### config.mk
export PLATFORM = sky130hd
export DESIGN_NAME = tar_header_validator_core
export DESIGN_NICKNAME = d
export VERILOG_FILES = /design/src/rtl/core/thv_pkg.sv /design/src/rtl/core/thv_front.sv /design/src/rtl/core/thv_queue.sv /design/src/rtl/core/thv_back.sv /design/src/rtl/core/tar_header_validator_core.sv
export SDC_FILE = /design/constraint.sdc
export NUM_CORES = 1
export LEC_CHECK = 0
export ABC_AREA = 1
export BUFFER_PORTS_ARGS = -buffer_cell sky130_fd_sc_hd__buf_4
export CAP_MARGIN = 20
export CORE_MARGIN = 4
export CORE_UTILIZATION = 55
export CTS_BUF_LIST = sky130_fd_sc_hd__clkbuf_8
export DETAILED_ROUTE_END_ITERATION = 10
export PLACE_DENSITY = 0.74
export SLEW_MARGIN = 25
export SYNTH_ARGS = -nofsm -noshare
export SYNTH_HDL_FRONTEND = slang
export SYNTH_SLANG_ARGS = --single-unit
export TNS_END_PERCENT = 50
### constraint.sdc
create_clock -name clk -period 6.85 [get_ports clk]
set_input_delay 0.3425 -clock clk [delete_from_list [all_inputs] [get_ports clk]]
set_output_delay 0.3425 -clock clk [all_outputs]
set_load 0.005 [all_outputs]
### src/rtl/core/thv_pkg.sv
// Shared types, field offsets, codes and byte classifiers for the tar header validator.
`timescale 1ns / 1ps

package thv_pkg;

	localparam int HdrLen    = 512;
	localparam int OffW      = $clog2(HdrLen);
	localparam int ChkOff    = 148;
	localparam int ChkLen    = 8;
	localparam int SizeOff   = 124;
	localparam int SizeLen   = 12;
	localparam int MagicOff  = 257;
	localparam int MagicLen  = 5;
	localparam int MagicIdxW = 3;
	localparam int SumW      = 17;
	localparam int SumBias   = 256;
	localparam int StoredW   = 24;
	localparam int SizeW     = 64;

	// Queue between front and back.
	localparam int QDepth = 4;
	localparam int QPtrW  = $clog2(QDepth);
	localparam int QCntW  = QPtrW + 1;

	localparam logic [7:0] B256Flag = 8'h80;
	localparam logic [7:0] B256Neg  = 8'h40;
	localparam logic [7:0] B256Mask = 8'h3F;

	// Checksum field parser phases.
	localparam logic [1:0] SumSkip   = 2'd0;
	localparam logic [1:0] SumDigits = 2'd1;
	localparam logic [1:0] SumDone   = 2'd2;

	// Size field parser phases.
	localparam logic [2:0] SzStart  = 3'd0;
	localparam logic [2:0] SzLead   = 3'd1;
	localparam logic [2:0] SzDigits = 3'd2;
	localparam logic [2:0] SzTrail  = 3'd3;
	localparam logic [2:0] SzDone   = 3'd4;
	localparam logic [2:0] SzB256   = 3'd5;

	// One classified header byte as it travels from front to back.
	typedef struct packed {
		logic [7:0] data;
		logic       chk;        // inside the checksum field
		logic       size_fld;   // inside the size field
		logic       size_first; // first byte of the size field
		logic       magic_bad;  // magic byte that does not match
		logic       ws;         // space or 0x09..0x0D
		logic       oct;        // '0'..'7'
		logic       last;       // byte 511
	} beat_t;

	typedef struct packed {
		logic                 header_ok;
		logic                 magic_ok;
		logic                 checksum_ok;
		logic [StoredW-1:0]   stored_checksum;
		logic [SumW-1:0]      computed_checksum;
		logic                 size_ok;
		logic                 size_base256;
		logic [SizeW-1:0]     size_value;
	} result_t;

	function automatic logic [7:0] magic_char(input logic [MagicIdxW-1:0] idx);
		logic [7:0] c;
		case (idx)
			3'd0:    c = 8'h75; // u
			3'd1:    c = 8'h73; // s
			3'd2:    c = 8'h74; // t
			3'd3:    c = 8'h61; // a
			3'd4:    c = 8'h72; // r
			default: c = 8'h00;
		endcase
		return c;
	endfunction

	function automatic logic is_ws(input logic [7:0] b);
		return (b == 8'h20) || (b >= 8'h09 && b <= 8'h0D);
	endfunction

	function automatic logic is_oct(input logic [7:0] b);
		return (b >= 8'h30) && (b <= 8'h37);
	endfunction

endpackage

### src/rtl/core/thv_front.sv
// Front end: accepts header bytes, counts offsets and tags each beat with its field.
`timescale 1ns / 1ps

module thv_front (
	input  logic                clk,
	input  logic                arst_n,
	input  logic                in_valid,
	input  logic [7:0]          header_byte,
	input  logic                q_full,
	output logic                push,
	output thv_pkg::beat_t      beat
);

	logic [thv_pkg::OffW-1:0] off_q;
	logic [thv_pkg::OffW-1:0] magic_diff;
	logic [7:0]               magic_exp;
	logic                     in_magic;

	assign push = in_valid && !q_full;

	// Advance the offset on every accepted beat; it wraps after byte 511.
	always_ff @(posedge clk or negedge arst_n) begin
		if (!arst_n) begin
			off_q <= '0;
		end else if (push) begin
			off_q <= off_q + 1'b1;
		end
	end

	assign magic_diff = off_q - thv_pkg::OffW'(thv_pkg::MagicOff);
	assign magic_exp  = thv_pkg::magic_char(magic_diff[thv_pkg::MagicIdxW-1:0]);

	always_comb begin
		in_magic = off_q inside {[thv_pkg::MagicOff:thv_pkg::MagicOff + thv_pkg::MagicLen - 1]};
		beat.data       = header_byte;
		beat.chk        = off_q inside {[thv_pkg::ChkOff:thv_pkg::ChkOff + thv_pkg::ChkLen - 1]};
		beat.size_fld   = off_q inside {[thv_pkg::SizeOff:thv_pkg::SizeOff + thv_pkg::SizeLen - 1]};
		beat.size_first = (off_q == thv_pkg::OffW'(thv_pkg::SizeOff));
		beat.magic_bad  = in_magic && (header_byte != magic_exp);
		beat.ws         = thv_pkg::is_ws(header_byte);
		beat.oct        = thv_pkg::is_oct(header_byte);
		beat.last       = (off_q == thv_pkg::OffW'(thv_pkg::HdrLen - 1));
	end

endmodule

### src/rtl/core/thv_queue.sv
// Short beat queue that decouples the front end from the back end.
`timescale 1ns / 1ps

module thv_queue (
	input  logic               clk,
	input  logic               arst_n,
	input  logic               push,
	input  thv_pkg::beat_t     push_beat,
	input  logic               pop,
	output logic               full,
	output logic               head_valid,
	output thv_pkg::beat_t     head_beat
);

	thv_pkg::beat_t             mem_q [thv_pkg::QDepth];
	logic [thv_pkg::QPtrW-1:0]  wr_ptr_q;
	logic [thv_pkg::QPtrW-1:0]  rd_ptr_q;
	logic [thv_pkg::QCntW-1:0]  count_q;

	assign full       = (count_q == thv_pkg::QCntW'(thv_pkg::QDepth));
	assign head_valid = (count_q != '0);
	assign head_beat  = mem_q[rd_ptr_q];

	always_ff @(posedge clk) begin
		if (push) begin
			mem_q[wr_ptr_q] <= push_beat;
		end
	end

	always_ff @(posedge clk or negedge arst_n) begin
		if (!arst_n) begin
			wr_ptr_q <= '0;
			rd_ptr_q <= '0;
			count_q  <= '0;
		end else begin
			if (push) begin
				wr_ptr_q <= wr_ptr_q + 1'b1;
			end
			if (pop) begin
				rd_ptr_q <= rd_ptr_q + 1'b1;
			end
			case ({push, pop})
				2'b10:   count_q <= count_q + 1'b1;
				2'b01:   count_q <= count_q - 1'b1;
				default: count_q <= count_q;
			endcase
		end
	end

	assert property (@(posedge clk) disable iff (!arst_n)
		!(pop && !head_valid) && !(push && full))
		else $error("queue overrun or underrun");

endmodule

### src/rtl/core/thv_back.sv
// Back end: runs the checksum, size and magic parsers and holds the result beat.
`timescale 1ns / 1ps

module thv_back (
	input  logic               clk,
	input  logic               arst_n,
	input  logic               head_valid,
	input  thv_pkg::beat_t     head_beat,
	output logic               pop,
	input  logic               out_stall,
	output logic               out_valid,
	output thv_pkg::result_t   res
);

	logic [thv_pkg::SumW-1:0]    sum_q, sum_d;
	logic [thv_pkg::StoredW-1:0] stored_q, stored_d;
	logic [1:0]                  sum_ph_q, sum_ph_d;
	logic [thv_pkg::SizeW-1:0]   acc_q, acc_d;
	logic [2:0]                  sz_ph_q, sz_ph_d;
	logic                        fail_q, fail_d;
	logic                        seen_q, seen_d;
	logic                        b256_q, b256_d;
	logic                        magic_q, magic_d;
	logic                        out_valid_q;
	thv_pkg::result_t            res_q, res_d;

	logic [2:0]                  oct_ph;
	logic                        do_oct;
	logic [thv_pkg::SumW-1:0]    total;
	logic                        ok_sum;
	logic                        ok_size;
	logic                        last_pop;

	// Hold a last beat while a previous result still waits downstream.
	assign pop      = head_valid && (!head_beat.last || !out_valid_q || !out_stall);
	assign last_pop = pop && head_beat.last;

	always_comb begin
		sum_d    = sum_q;
		stored_d = stored_q;
		sum_ph_d = sum_ph_q;
		acc_d    = acc_q;
		sz_ph_d  = sz_ph_q;
		fail_d   = fail_q;
		seen_d   = seen_q;
		b256_d   = b256_q;
		magic_d  = magic_q;
		do_oct   = 1'b0;
		oct_ph   = sz_ph_q;

		// Checksum field is parsed, everything else is summed.
		if (head_beat.chk) begin
			if (sum_ph_q != thv_pkg::SumDone) begin
				if (sum_ph_q == thv_pkg::SumSkip && head_beat.ws) begin
					sum_ph_d = sum_ph_q;
				end else if (head_beat.oct) begin
					stored_d = {stored_q[thv_pkg::StoredW-4:0], head_beat.data[2:0]};
					sum_ph_d = thv_pkg::SumDigits;
				end else begin
					sum_ph_d = thv_pkg::SumDone;
				end
			end
		end else begin
			sum_d = sum_q + thv_pkg::SumW'(head_beat.data);
		end

		if (head_beat.size_fld && sz_ph_q != thv_pkg::SzDone) begin
			if (head_beat.size_first) begin
				if (head_beat.data[7]) begin
					b256_d = 1'b1;
					if ((head_beat.data & thv_pkg::B256Neg) != 8'h00) begin
						fail_d  = 1'b1;
						sz_ph_d = thv_pkg::SzDone;
					end else begin
						acc_d   = thv_pkg::SizeW'(head_beat.data & thv_pkg::B256Mask);
						sz_ph_d = thv_pkg::SzB256;
					end
				end else if (head_beat.data == 8'h00) begin
					sz_ph_d = thv_pkg::SzLead;
				end else begin
					do_oct = 1'b1;
					oct_ph = thv_pkg::SzLead;
				end
			end else if (sz_ph_q == thv_pkg::SzB256) begin
				// Drop the decode if another byte would push bits past 64.
				if (acc_q[thv_pkg::SizeW-1:thv_pkg::SizeW-8] != 8'h00) begin
					fail_d  = 1'b1;
					sz_ph_d = thv_pkg::SzDone;
				end else begin
					acc_d = {acc_q[thv_pkg::SizeW-9:0], head_beat.data};
				end
			end else begin
				do_oct = 1'b1;
			end
		end

		if (do_oct) begin
			sz_ph_d = oct_ph;
			if (head_beat.oct) begin
				if (oct_ph == thv_pkg::SzTrail) begin
					fail_d  = 1'b1;
					sz_ph_d = thv_pkg::SzDone;
				end else begin
					acc_d   = {acc_q[thv_pkg::SizeW-4:0], head_beat.data[2:0]};
					seen_d  = 1'b1;
					sz_ph_d = thv_pkg::SzDigits;
				end
			end else if (head_beat.data == 8'h00) begin
				sz_ph_d = thv_pkg::SzDone;
			end else if (head_beat.ws) begin
				if (oct_ph == thv_pkg::SzDigits) begin
					sz_ph_d = thv_pkg::SzTrail;
				end
			end else begin
				fail_d  = 1'b1;
				sz_ph_d = thv_pkg::SzDone;
			end
		end

		if (head_beat.magic_bad) begin
			magic_d = 1'b0;
		end
	end

	// The sum register starts at the bias, so the last byte's add gives the total.
	assign total   = sum_q + thv_pkg::SumW'(head_beat.data);
	assign ok_sum  = (stored_q == thv_pkg::StoredW'(total));
	assign ok_size = !fail_q && (b256_q || seen_q);

	always_comb begin
		res_d.header_ok         = magic_q && ok_sum;
		res_d.magic_ok          = magic_q;
		res_d.checksum_ok       = ok_sum;
		res_d.stored_checksum   = stored_q;
		res_d.computed_checksum = total;
		res_d.size_ok           = ok_size;
		res_d.size_base256      = b256_q;
		res_d.size_value        = ok_size ? acc_q : '0;
	end

	always_ff @(posedge clk or negedge arst_n) begin
		if (!arst_n) begin
			sum_q    <= thv_pkg::SumW'(thv_pkg::SumBias);
			stored_q <= '0;
			sum_ph_q <= thv_pkg::SumSkip;
			acc_q    <= '0;
			sz_ph_q  <= thv_pkg::SzStart;
			fail_q   <= 1'b0;
			seen_q   <= 1'b0;
			b256_q   <= 1'b0;
			magic_q  <= 1'b1;
		end else if (last_pop) begin
			sum_q    <= thv_pkg::SumW'(thv_pkg::SumBias);
			stored_q <= '0;
			sum_ph_q <= thv_pkg::SumSkip;
			acc_q    <= '0;
			sz_ph_q  <= thv_pkg::SzStart;
			fail_q   <= 1'b0;
			seen_q   <= 1'b0;
			b256_q   <= 1'b0;
			magic_q  <= 1'b1;
		end else if (pop) begin
			sum_q    <= sum_d;
			stored_q <= stored_d;
			sum_ph_q <= sum_ph_d;
			acc_q    <= acc_d;
			sz_ph_q  <= sz_ph_d;
			fail_q   <= fail_d;
			seen_q   <= seen_d;
			b256_q   <= b256_d;
			magic_q  <= magic_d;
		end
	end

	always_ff @(posedge clk or negedge arst_n) begin
		if (!arst_n) begin
			out_valid_q <= 1'b0;
		end else if (last_pop) begin
			out_valid_q <= 1'b1;
		end else if (!out_stall) begin
			out_valid_q <= 1'b0;
		end
	end

	always_ff @(posedge clk) begin
		if (last_pop) begin
			res_q <= res_d;
		end
	end

	assign out_valid = out_valid_q;
	assign res       = res_q;

	assert property (@(posedge clk) disable iff (!arst_n)
		out_valid_q && !res_q.size_ok |-> res_q.size_value == '0)
		else $error("size value not cleared on failed decode");

	assert property (@(posedge clk) disable iff (!arst_n)
		out_valid_q |-> res_q.header_ok == (res_q.magic_ok && res_q.checksum_ok))
		else $error("header flag disagrees with magic and checksum flags");

	assert property (@(posedge clk) disable iff (!arst_n)
		last_pop |=> sum_q == thv_pkg::SumW'(thv_pkg::SumBias) && magic_q && !fail_q
			&& sz_ph_q == thv_pkg::SzStart && sum_ph_q == thv_pkg::SumSkip)
		else $error("parser state not restored after last byte");

	assert property (@(posedge clk) disable iff (!arst_n)
		out_valid_q && out_stall |-> !last_pop)
		else $error("result overwritten while still stalled");

endmodule

### src/rtl/core/tar_header_validator_core.sv
// Top level of the tar header validator: front end, beat queue and back end.
`timescale 1ns / 1ps

// Streams a 512-byte ustar header in one byte per beat and emits one result beat
// after every 512th input beat; there is no framing search, so every group of 512
// bytes after reset is one header. The block sustains one byte per clock while
// in_stall is low: the front end tags each beat with its field and pushes it into
// a four-entry queue, and the back end pops one beat per clock while one waits and
// updates the checksum sum, the octal checksum parser, the size decoder (strict
// octal or base-256) and the magic check. Once byte 511 is accepted, its result
// passes through the queue entry and the output valid register to out_valid, and sits
// in an output register, so bytes of the next header keep flowing while it waits;
// only the next header's last byte waits if that result is still stalled, and
// in_stall rises once the queue fills behind it.
// computed_checksum is the sum of all bytes outside the checksum field plus 256,
// modulo 2^17; size_value reads zero whenever size_ok is low.

module tar_header_validator_core (
	input  logic        clk,
	input  logic        arst_n,
	input  logic        in_valid,
	output logic        in_stall,
	input  logic [7:0]  header_byte,
	output logic        out_valid,
	input  logic        out_stall,
	output logic        header_ok,
	output logic        magic_ok,
	output logic        checksum_ok,
	output logic [23:0] stored_checksum,
	output logic [16:0] computed_checksum,
	output logic        size_ok,
	output logic        size_base256,
	output logic [63:0] size_value
);

	logic               push;
	logic               q_full;
	logic               pop;
	logic               head_valid;
	thv_pkg::beat_t     push_beat;
	thv_pkg::beat_t     head_beat;
	thv_pkg::result_t   res;

	// Stall the input beat only when the queue has no room.
	assign in_stall = q_full;

	thv_front u_front (
		.clk         (clk),
		.arst_n      (arst_n),
		.in_valid    (in_valid),
		.header_byte (header_byte),
		.q_full      (q_full),
		.push        (push),
		.beat        (push_beat)
	);

	thv_queue u_queue (
		.clk        (clk),
		.arst_n     (arst_n),
		.push       (push),
		.push_beat  (push_beat),
		.pop        (pop),
		.full       (q_full),
		.head_valid (head_valid),
		.head_beat  (head_beat)
	);

	thv_back u_back (
		.clk        (clk),
		.arst_n     (arst_n),
		.head_valid (head_valid),
		.head_beat  (head_beat),
		.pop        (pop),
		.out_stall  (out_stall),
		.out_valid  (out_valid),
		.res        (res)
	);

	// Unpack the held result onto the output field ports.
	assign header_ok         = res.header_ok;
	assign magic_ok          = res.magic_ok;
	assign checksum_ok       = res.checksum_ok;
	assign stored_checksum   = res.stored_checksum;
	assign computed_checksum = res.computed_checksum;
	assign size_ok           = res.size_ok;
	assign size_base256      = res.size_base256;
	assign size_value        = res.size_value;

endmodule
==> metrics.cfg <==
[clocking]
htree_levels = 2
numCtsBuffers = 48
cts_tree = built
clock_sinks = 301
clkTransAtPathRegs_ns = 0.06
clockBufferDepth = 3
clk_latency_ns = 0.57
root_buffer = clkbuf_8
ctsResizeCount = 0

[sta]
timing_max_transition_violations_final = 0
setup_viol = 0
skew_ns = 0.0237
hold_violations = 0
period_needed_ns = 3.86
setup_tns_ns = 0
rsz0062_at_grt = false
slew_headroom_pct = 38.4
fin_crit_sh_pct = 56.3
tightest_slew_ns = 0.922
max_freq_mhz = 259

[pwr]
max-vdd-ir-drop_mv = 0.392
p_per_area_mw_per_mm2 = 526
cellLeakagePower_nw = 7.85
finalPower_mw = 8.96

[yosys]
synth_edf_count = 170
ys_seq_elements = 301
ys_async_sr_fraction_pct = 43.5
yosys_warnings = 0
synth_area_per_cell_um2 = 8.80
syn_nets = 1746
ys_types = 45
yosysSeqAreaShare_pct = 55.7
netlist_area_mm2 = 0.0150
synth_top_flop_cell = edfxtp_1
synthCells = 1710

[final_layout]
n_fill_cell = 2262
final_net_count = 1856
layout-drive-gt1-share_pct = 12.8
fin_area_mm2 = 0.0170
post-route-util_pct = 63.2
insertedDiodeCount = 0
area_growth_syn_to_layout_pct = 13.2

[hold_path]
hp-class = in -> reg

[placed_design]
gp_congestion = 0.951
dp.final_hpwl_um = 23000
numPortBuffers = 123
dpl_cell_area_mm2 = 0.0161

[setup_path]
critPathTopFamily = simple AND/OR/NAND/NOR gates
cp.arrival_ns = 4.27
path_common_cell = nand2_1
worst_path_max_delay_cell = fa_1
critPathRequiredTime_ns = 7.27
critPathLaunchType = flip-flop
timing_worst_setup_path_type = reg -> reg
path_buf_inv = 5
critPathMaxFanout = 39
end_kind = flip-flop
path_cells = buf_4, inv_2, nand2_1, nand3_1, nand2_1, inv_1, ha_1, inv_1, fa_1, inv_1, nand3_1, nand2_1, nand2_1, nand3_1, nand3_1, nand2_1, nor2_1, nor2_1, nand2_1, nor2_1, nand4_1, nor2_1
cpPeakStageDelay_ns = 0.41

[grt]
grt_pass1_wl_um = 59700
grt.total_usage_pct = 23.6
antenna_found_initial = 0
grt_pass1_vias = 11831
gr-total-overflow = 0
grt_max_degree = 77

[route]
ant_nets = 0
totalWireLength_um = 36100
drt_first_pass_iters = 5
first_iter_violations = 1245
vias = 12301
vias_per_cell = 5.60
drcViolationCount = 0
wl_per_cell_um = 16.4

[outcome]
outcome = complete, no violations

[floorplanning]
core_area_mm2 = 0.0270
die_height_um = 173
initial_core_util_pct = 55.8
fp-row-count = 60
io_pins = 124
die_w_um = 173
die_area_mm2 = 0.0301

[job]
max_cap_violations = 0

==> report_power, final <==
part	switching [mW]	internal (mW)	total [mW]
clock	0.685	0.715	1.40
sequential	0.289	2.76	3.05
combinational	3.13	1.38	4.51
total	4.10	4.86	8.96
==> cell type report <==
class                   instances  area [um2]  share of cell area [%]
clock buffers                  50         688                    4.04
clock inverters                37         183                    1.07
multi-input cells            1119        5470                    32.1
repair buffers                145        1120                    6.55
inverters                     205         771                    4.52
flip-flops and latches        301        8390                    49.2
well taps                     341         427                    2.50
==> synthesized netlist by cell type, types with 2 or more instances <==
cell type,instances,area (um2)
a2111oi_0,2,17.5
a21oi_1,72,360
a22oi_1,2,15.0
a32o_1,2,20.0
a41oi_1,2,17.5
and2_1,3,18.8
buf_2,30,150
buf_4,3,22.5
buf_6,13,146
clkbuf_1,38,143
dfrtp_1,129,3230
dfstp_2,2,52.6
edfxtp_1,170,5100
fa_1,2,40.0
ha_1,22,275
inv_1,197,739
inv_2,8,30.0
nand2_1,418,1570
nand2_2,4,25.0
nand2_4,2,22.5
nand3_1,134,671
nand3_2,2,20.0
nand4_1,77,482
nor2_1,194,728
nor2_4,4,45.0
nor3_1,60,300
nor4_1,2,12.5
o21ai_0,53,265
o21ai_1,2,10.0
o22ai_1,22,138
o22ai_2,9,113
xnor2_1,2,17.5
xor2_1,16,140
==> kinds of logic (layout without fill, tap and decap cells) <==
group,Yosys count,in the layout,share of synthesized area (%)
compound gates,173,173,6.79
xor+xnor,18,18,1.05
fa+ha+maj,24,24,2.10
buf+inv,290,437,8.21
flops,301,301,55.7
simple gates,904,904,26.1
==> metrics by stage <==
stage	setup WS [ns]	hold WS [ns]	std cells
final	2.99	0.0267	2198
after global placement	2.79	0.348	2105
after floorplan	3.09	0.0469	1710
after detailed placement	2.72	0.353	2105
after CTS	2.64	0.00336	2196
after global routing	2.56	0.00620	2198
==> repair_timing <==
action | 4_1_cts | 5_1_grt
setup buffers | 0 | 0
hold endpoints to repair | 68 | 3
hold buffers | 4 | 1
==> cell usage in the layout, fill, tap and decap left out, drive strengths merged <==
cell type,instances
o211ai,2
o21ai,55
or2,2
clkinvlp,1
buf,140
a31oi,1
ha,22
bufinv,1
fa,2
edfxtp,170
a41oi,2
nand2,424
xnor2,2
dfstp,2
nor3,60
clkinv,19
nor2,199
a32o,2
and2,3
nand3,137
nand4,77
a21oi,72
o2111ai,1
a2111oi,2
o22ai,31
o21bai,1
a22oi,2
o21a,1
clkbuf,50
dlygate4sd3,5
a32oi,1
dfrtp,129
nor4,2
inv,221
xor2,16
==> layer usage <==
metal / vias up / GRT usage [%] / share of wire, %
met5: - / 0 / 0
met3: 66 / 4.43 / 7.5
met1: 5867 / 32.7 / 43
met4: 0 / 6.05 / 2.0
met2: 465 / 38.9 / 47
li1: 5903 / - / -
==> flip-flops by register name (all words and copies together) (netlist names) <==
signal and flops:
u_back.res 110, u_back.acc_q 64, u_queue.mem_q 60, u_back.stored_q 24, u_back.sum_q 17, u_front.off_q 9
u_back.sz_ph_q 3, u_queue.count_q 3, u_back.sum_ph_q 2, u_queue.rd_ptr_q 2, u_queue.wr_ptr_q 2, u_back.b256_q 1
u_back.fail_q 1, u_back.magic_q 1, u_back.out_valid 1, u_back.seen_q 1
==> final timing paths <==
| kind | slack (ns) | startpoint | depth (start not counted) | end |
|---|---|---|---|---|
| max | 2.99 | u_queue.rd_ptr_q[0] | 22 | u_back.res[109] |
| max reg2reg | 2.99 | u_queue.rd_ptr_q[0] | 22 | u_back.res[109] |
| min reg2reg | 0.45 | u_back.stored_q[10] | 0 | u_back.res[93] |
| max in group asynchronous | 5.34 | arst_n | 3 | u_back.acc_q[63] |
| min in group asynchronous | 0.30 | arst_n | 2 | u_front.off_q[0] |
| min | 0.03 | header_byte[1] | 1 | u_queue.mem_q[3][8] |
Note: power is estimated with default switching activity, not from simulation.
